## config.mk

```make
export PLATFORM = sky130hd
export DESIGN_NAME = insertion_sort_engine
export DESIGN_NICKNAME = d
export VERILOG_FILES = /design/src/hdl/ise_pkg.sv /design/src/hdl/ise_cell.sv /design/src/hdl/insertion_sort_engine.sv
export VERILOG_INCLUDE_DIRS = /design/src /design/src/hdl
export SDC_FILE = /design/constraint.sdc
export NUM_CORES = 2
export LEC_CHECK = 0
export BUFFER_PORTS_ARGS = -buffer_cell sky130_fd_sc_hd__buf_2
export CAP_MARGIN = 10
export CORE_ASPECT_RATIO = 0.8
export CORE_UTILIZATION = 30
export DETAILED_ROUTE_END_ITERATION = 8
export PLACE_DENSITY = 0.45
export SETUP_SLACK_MARGIN = 0.02
export SLEW_MARGIN = 25
export SYNTH_ARGS = -nofsm -noshare
export SYNTH_HDL_FRONTEND = slang
export SYNTH_HIERARCHICAL = 1
export SYNTH_SLANG_ARGS = --single-unit
export TNS_END_PERCENT = 1
```

## constraint.sdc

```tcl
create_clock -name clk -period 5.1 [get_ports clk]
set_clock_uncertainty 0.2 [all_clocks]
set_input_delay 0.51 -clock clk [delete_from_list [all_inputs] [get_ports clk]]
set_output_delay 0.51 -clock clk [all_outputs]
set_load 0.02 [all_outputs]
```

## src/hdl/insertion_sort_engine_defines.svh

```systemverilog
// Assertion macros used by the sorter's top-level RTL file.
`ifndef INSERTION_SORT_ENGINE_DEFINES_SVH
`define INSERTION_SORT_ENGINE_DEFINES_SVH

// Check that cons holds in the same cycle as ante.
`define ISE_ASSERT_NOW(lbl, ante, cons, msg) \
  lbl: assert property (@(posedge clk) disable iff (rst) (ante) |-> (cons)) \
    else $error(msg);

// Check that cons holds in the cycle after ante.
`define ISE_ASSERT_NXT(lbl, ante, cons, msg) \
  lbl: assert property (@(posedge clk) disable iff (rst) (ante) |=> (cons)) \
    else $error(msg);

`endif

```

## src/hdl/ise_pkg.sv

```systemverilog
// Shared constants and types for the insertion sort engine.
`timescale 1ns / 1ps

package ise_pkg;

  localparam int DATA_W       = 32;
  localparam int ISE_CAPACITY = 32;

  // Per-cycle command broadcast to every cell.
  typedef struct packed {
    logic insert;
    logic shift;
  } cell_ctrl_t;

  // What a cell shows its neighbours.
  typedef struct packed {
    logic signed [DATA_W-1:0] value;
    logic                     occ;
    logic                     gt;
  } cell_link_t;

endpackage

```

## src/hdl/ise_cell.sv

```systemverilog
// One cell of the sorting chain: holds a value and its occupied bit.
`timescale 1ns / 1ps

module ise_cell import ise_pkg::*; (
  input  logic                     clk,
  input  logic                     rst,
  input  cell_ctrl_t               ctrl,
  input  logic signed [DATA_W-1:0] din,
  input  cell_link_t               left,
  input  cell_link_t               right,
  output cell_link_t               link
);

  logic signed [DATA_W-1:0] value;
  logic                     occ;
  logic                     gt;
  logic                     take;

  // Strictly greater only: equal values keep arrival order.
  assign gt   = occ && (value > din);
  // Take a value if this entry moves down, or if it is the first free slot.
  assign take = gt || (!occ && left.occ);

  always_ff @(posedge clk) begin
    if (rst) begin
      occ <= 1'b0;
    end else if (ctrl.shift) begin
      occ <= right.occ;
    end else if (ctrl.insert && take) begin
      occ <= 1'b1;
    end
  end

  always_ff @(posedge clk) begin
    if (ctrl.shift) begin
      value <= right.value;
    end else if (ctrl.insert && take) begin
      value <= left.gt ? left.value : din;
    end
  end

  assign link.value = value;
  assign link.occ   = occ;
  assign link.gt    = gt;

endmodule

```

## src/hdl/insertion_sort_engine.sv

```systemverilog
// Top level of the insertion sort engine: cell chain and batch control.
`timescale 1ns / 1ps
`include "insertion_sort_engine_defines.svh"

// Streaming insertion sorter built as a chain of CAPACITY cells.
// Input channel (in_valid/in_ready, value, last): one signed value per
// transfer. Each value is compared against every cell at once and slots into
// place in the same cycle, so a batch is taken at one value per cycle.
// Equal values keep arrival order. A value that arrives when all cells are
// occupied is dropped and the batch is marked as overflowed.
// The transfer with last set closes the batch; the first result is offered
// on the next cycle. The chain then shifts towards cell 0, one result per
// output transfer (out_valid/out_ready, sorted_value, end_of_batch,
// overflow), smallest first, with end_of_batch on the final one. Results
// come straight from the register of cell 0.
// A batch of n values thus yields min(n, CAPACITY) results, and the input
// is held off (in_ready low) while the batch drains. When the receiver
// stalls, the chain holds and the offered result stays unchanged.
// Reset clears every occupied bit, the overflow mark and returns the block
// to accepting input; stored values need no clearing.
module insertion_sort_engine import ise_pkg::*; #(
  parameter int CAPACITY = ISE_CAPACITY
) (
  input  logic                     clk,
  input  logic                     rst,
  input  logic                     in_valid,
  output logic                     in_ready,
  input  logic signed [DATA_W-1:0] value,
  input  logic                     last,
  output logic                     out_valid,
  input  logic                     out_ready,
  output logic signed [DATA_W-1:0] sorted_value,
  output logic                     end_of_batch,
  output logic                     overflow
);

  typedef enum logic [1:0] {
    ST_FILL  = 2'b01,
    ST_DRAIN = 2'b10
  } state_t;

  localparam logic [CAPACITY-1:0] OneVec = {{(CAPACITY-1){1'b0}}, 1'b1};

  state_t                state;
  state_t                state_next;
  logic                  dropped;
  cell_ctrl_t            ctrl;
  cell_link_t            links [CAPACITY];
  cell_link_t            head;
  cell_link_t            tail;
  logic [CAPACITY-1:0]   occ_vec;
  logic                  full;
  logic                  in_xfer;
  logic                  out_xfer;

  assign in_ready = (state == ST_FILL);
  assign in_xfer  = in_valid && in_ready;
  assign full     = links[CAPACITY-1].occ;
  assign out_valid = (state == ST_DRAIN) && links[0].occ;
  assign out_xfer  = out_valid && out_ready;

  // Insert unless every cell is taken; advance the chain on each output transfer.
  assign ctrl.insert = in_xfer && !full;
  assign ctrl.shift  = out_xfer;

  // Cell 0 sees an occupied, never-greater neighbour above it.
  assign head.value = '0;
  assign head.occ   = 1'b1;
  assign head.gt    = 1'b0;
  // The cell at the end pulls in an empty slot when draining.
  assign tail.value = '0;
  assign tail.occ   = 1'b0;
  assign tail.gt    = 1'b0;

  for (genvar i = 0; i < CAPACITY; i++) begin : g_cell
    cell_link_t left_l;
    cell_link_t right_l;
    if (i == 0) begin : g_first
      assign left_l = head;
    end else begin : g_mid_l
      assign left_l = links[i-1];
    end
    if (i == CAPACITY - 1) begin : g_end
      assign right_l = tail;
    end else begin : g_mid_r
      assign right_l = links[i+1];
    end
    ise_cell u_cell (
      .clk   (clk),
      .rst   (rst),
      .ctrl  (ctrl),
      .din   (value),
      .left  (left_l),
      .right (right_l),
      .link  (links[i])
    );
  end

  always_comb begin
    for (int i = 0; i < CAPACITY; i++) begin
      occ_vec[i] = links[i].occ;
    end
  end

  // Result taken from the head of the chain.
  assign sorted_value = links[0].value;
  assign end_of_batch = !links[1].occ;
  assign overflow     = dropped;

  always_comb begin
    state_next = state;
    unique case (state)
      ST_FILL: begin
        if (in_xfer && last) begin
          state_next = ST_DRAIN;
        end
      end
      ST_DRAIN: begin
        if (out_xfer && end_of_batch) begin
          state_next = ST_FILL;
        end
      end
      default: state_next = ST_FILL;
    endcase
  end

  always_ff @(posedge clk) begin
    if (rst) begin
      state   <= ST_FILL;
      dropped <= 1'b0;
    end else begin
      state <= state_next;
      // Mark the batch when a value is dropped; clear once it has drained.
      if (in_xfer && full) begin
        dropped <= 1'b1;
      end else if (out_xfer && end_of_batch) begin
        dropped <= 1'b0;
      end
    end
  end

  `ISE_ASSERT_NOW(a_no_overlap, in_ready, !out_valid, "input open while draining")
  `ISE_ASSERT_NXT(a_drain_starts, in_xfer && last, out_valid,
                  "no result after closing transfer")
  `ISE_ASSERT_NOW(a_occ_prefix, 1'b1, (occ_vec & (occ_vec + OneVec)) == '0,
                  "occupied cells not contiguous from cell 0")
  `ISE_ASSERT_NXT(a_batch_done, out_xfer && end_of_batch, in_ready && (occ_vec == '0),
                  "chain not empty after final result")

endmodule
```

---- Yosys cells after proc, flatten, opt, wreduce, memory -nomap -nowiden ----
Index checks and enable logic that the tools add are counted.
storage, ports and cells
  bits in registers ....................... 1059
  logic and storage cells ................. 462
operators by class
  eq/ne operators ......................... 4
  reductions and logical operators ........ 200
  multiplexer cells ....................... 160
  magnitude comparators ................... 32
operators by type and width
  operator                                                                 count
  32-bit 2-to-1 mux                                                        93
  32-bit greater-than comparator                                           32
  1-bit logical AND                                                        102
  1-bit 2-to-1 mux                                                         64
  2-bit nonzero test                                                       32
  1-bit logical NOT                                                        32
  1-bit logical OR                                                         32
  2-bit 2-to-1 mux                                                         2
  2-bit by 1-bit inequality test with 1-bit output, second input constant  2
  2-bit case mux with 2 select lines                                       1
  2-bit by 1-bit == test with 1-bit output, second input constant          1
  2-bit == test, second input constant                                     1
  2-bit AND reduction                                                      1
  2-bit OR reduction                                                       1

---- Logic depth before layout (Yosys ltp) ----
  word-level depth ........................ 6
  depth in mapped cells ................... 13
  gate-level depth less buffers ........... 10

---- Hierarchy ----
The synthesis kept the hierarchy.
modules (own cells, without submodules)
  module                 sequential area each (µm²)  instances  cells an instance  area an instance (µm²)
  ise_cell               980.9                       32         271                2546.2
  insertion_sort_engine  60.1                        1          21                 185.2

---- Worst setup path before layout ----
Ideal clock, no wire load.
  path type ............................... reg-to-reg
  from .................................... register state[1]
  to ...................................... register g_cell[0].u_cell.value[0], enable pin
  required time ........................... 4511 ps
  period minus slack after synthesis ...... 5520 ps
  stages on the path, launching flop included .. 7
  data arrival time ....................... 4930 ps
  slack ................................... -420 ps
  path buffers ............................ 0
  cells stage by stage .................... dfxtp_1 -> and2b_4 -> nand2_1 -> nor2_1 -> and3_4 -> a211oi_2 -> nand2_1
RTL lines
  element                 RTL line                      text
  start, declared         insertion_sort_engine.sv:44   state_t state;
  start signal, assigned  insertion_sort_engine.sv:132  state <= state_next;
  end signal, assigned    ise_cell.sv:36                value <= right.value;
  end signal, assigned    ise_cell.sv:38                value <= left.gt ? left.value : din;
  end, declared           ise_cell.sv:14                logic signed [DATA_W-1:0] value;

==> summary.md <==
| Metric | Value |
|---|---|
| Outcome | completed |
| Post-Syn Instances | 8689 |
| Drt drc | 0 |
| Hold WC Path Type | in2reg |
| CTS tree | built |
| Layout Nets | 9865 |
| Final Hold Fails | 0 |
| Share of layout cells above drive strength 1 | 0.07869 |
| Global-route wire length before repair | 425000 um |
| 1st-pass router iterations | 6 |
| Pwr Total | 22080 uW |
| Initial antenna violation count | 5 |
| Stages on worst setup path | 10 |
| Mapped cell area | 81640 um^2 |
| I/O pins | 73 |
| Layout fillers | 27370 |
| CP endpoint kind | flip-flop |
| TritonCTS buffer count | 144 |
| Dpl hpwl | 213700 um |
| # setup viols final | 0 |
| Vias in the first global route | 64630 |
| CP required | 5.41 ns |
| Lkg Pwr | 0.03400 uW |
| Worst setup endpoint | g_cell[21].u_cell/value[20] |
| Routed wire length | 285000 um |
| # Post-CTS Setup Buffers | 0 |
| CP Cell Sequence | ha_1, nand4_1, nor3_1, nand2_1, a31oi_1, o21ai_0, a21boi_4, buf_4, mux2i_1, o21ai_0 |
| CP startpoint kind | flip-flop |
| CP max stage delay | 0.61 ns |
| Area of the core | 269500 um^2 |
| Clock Pin Slew Worst Setup and Hold Paths | 0.06 ns |
| CTS Sinks | 1059 |
| Worst-path maximum fanout | 13 |
| Tot GR Track Use | 0.2031 |
| Root Driver | clkbuf_16 |
| Warnings from Yosys | 6 |
| DR vias | 65990 |
| Peak Freq | 258.8 MHz |
| Die W | 585.2 um |
| CP arrival | 4.18 ns |
| Global placer's final weighted congestion | 0.8633 |
| Row cnt | 170 |
| Clk_lat worst skew | 0.83 ns |
| Tcrit/Tclk final | 0.7577 |
| Via density | 5.271 |
| Avg Cell Area, Syn | 9.395 um^2 |
| Die H | 468.6 um |
| CP Buf/Inv Count | 1 |
| Final slew viol count | 0 |
| Max VDD drop | 0.2454 mV |
| R2R depth | 10 |
| R2R setup slack | 1.24 ns |
| Post-CTS Resized | 0 |
| Kind of cell adding the most delay to the critical path | compound AO/OA/AOI/OAI gates |
| Die area | 274200 um^2 |
| FF/Latch Area | 31450 um^2 |
| Crit path time final | 3.864 ns |
| DRT iter0 DRCs | 5805 |
| CP startpoint | g_cell[20].u_cell/value[21] |
| Layout Area Growth over Synthesis | 13.28% |
| Reg2reg end | g_cell[21].u_cell/value[20] |
| Max-cap check violation count | 0 |
| Starting Density | 0.3029 |
| Clock buffer depth | 4 |
| Most frequent CP cell | o21ai_0 |
| Pwr Density | 238.7 nW/um^2 |
| WS Path Type | reg2reg |
| Setup total negative slack | 0 ns |
| Worst reg2reg startpoint | g_cell[20].u_cell/value[21] |
| RSZ-0062 raised after global routing | false |
| Least-Margin Pin Slew | 0.9692 ns |
| WL/cell | 22.76 um |
| Headroom to the max-slew limit | 0.3539 |
| Post-route ant nets | 0 |
| Multi-input logic area | 44790 um^2 |
| Crit-path slowest cell | a21boi_4 |
| Total grt overflow | 0 |
| H-tree Lvls | 4 |
| PortBufs | 72 |
| Largest net degree at the start of global routing | 161 |
[layout make-up]
| class | count | share of cell area |
|---|---|---|
| repair buffers | 319 | 0.03466 |
| well taps | 3612 | 0.04887 |
| clock buffers | 185 | 0.04197 |
| inverters | 1090 | 0.04424 |
| flip-flops and latches | 1059 | 0.3401 |
| clock inverters | 65 | 0.005831 |
| diodes | 1 | 0.00002706 |
| multi-input cells | 6190 | 0.4843 |
[power breakdown]
part	internal, uW	leakage, uW	total (uW)	switching [uW]
logic	877	0.0223	2450	1570
clock network	5800	0.00217	9950	4150
registers	9610	0.00950	9670	65.0
[registers in the layout, summed over array words and instances (netlist names)]
register,cells
g_cell.u_cell/value,1024
g_cell.u_cell/occ,32
state,2
overflow,1
[layer usage]
metal / track usage / vias up / wire length (um)
met5: 0 / - / 10
met4: 0.04541 / 2 / 5952
met3: 0.02779 / 304 / 18110
met1: 0.3228 / 32430 / 148600
met2: 0.2836 / 1894 / 112400
li1: - / 31360 / -
[how the worst min path moves through the flow]
stage	to	slack, ns	from	cells after the start
detailed placement	overflow	0.29	overflow	2
global route	state[0]	0.05	rst	2
CTS	state[0]	0.02	rst	2
global placement	overflow	0.29	overflow	2
floorplan	g_cell[0].u_cell/occ	0.32	g_cell[0].u_cell/occ	2
finish	state[0]	0.08	rst	2
[worst reg2reg max path, delay by kind of cell, from the launching register on]
kind,cells,cell delay (ns)
adders and majority gates,1,0.37
buffers and inverters,1,0.27
and+or+nand+nor,3,0.75
DFF,1,0.53
muxes,1,0.19
AOI/OAI and AO/OA,4,1.28
[repair_timing]
item                                    4_1_cts  5_1_grt
endpoints found under the setup margin        0        0
endpoints found under the hold margin         3        0
hold buffers                                  5        0
[metrics by stage]
stage / cell area, um^2 / setup WS, ns / hold slack (ns) / std cells / util
floorplan: 81880 / 0.8118 / 0.3229 / 8754 / -
global placement: 88000 / 0.5137 / 0.2850 / 12270 / 0.3265
detailed placement: 88000 / 0.5469 / 0.2924 / 12270 / 0.3265
CTS: 92470 / 1.235 / 0.02012 / 12520 / 0.3431
global route: 92470 / 0.9751 / 0.04965 / 12520 / 0.3431
finish: 92480 / 1.236 / 0.07662 / 12520 / 0.3431
[cells in the final DEF (no fill, tap or decap), types with 72 or more instances in the layout]
cell / instances
nand2_1: 1378
o21ai_0: 1184
inv_1: 1090
mux2i_1: 1024
ha_1: 1024
edfxtp_1: 1024
a21oi_1: 417
buf_4: 201
nand4_1: 192
nor2_1: 160
clkbuf_16: 147
buf_12: 72
(Power assumes the default switching activity.)
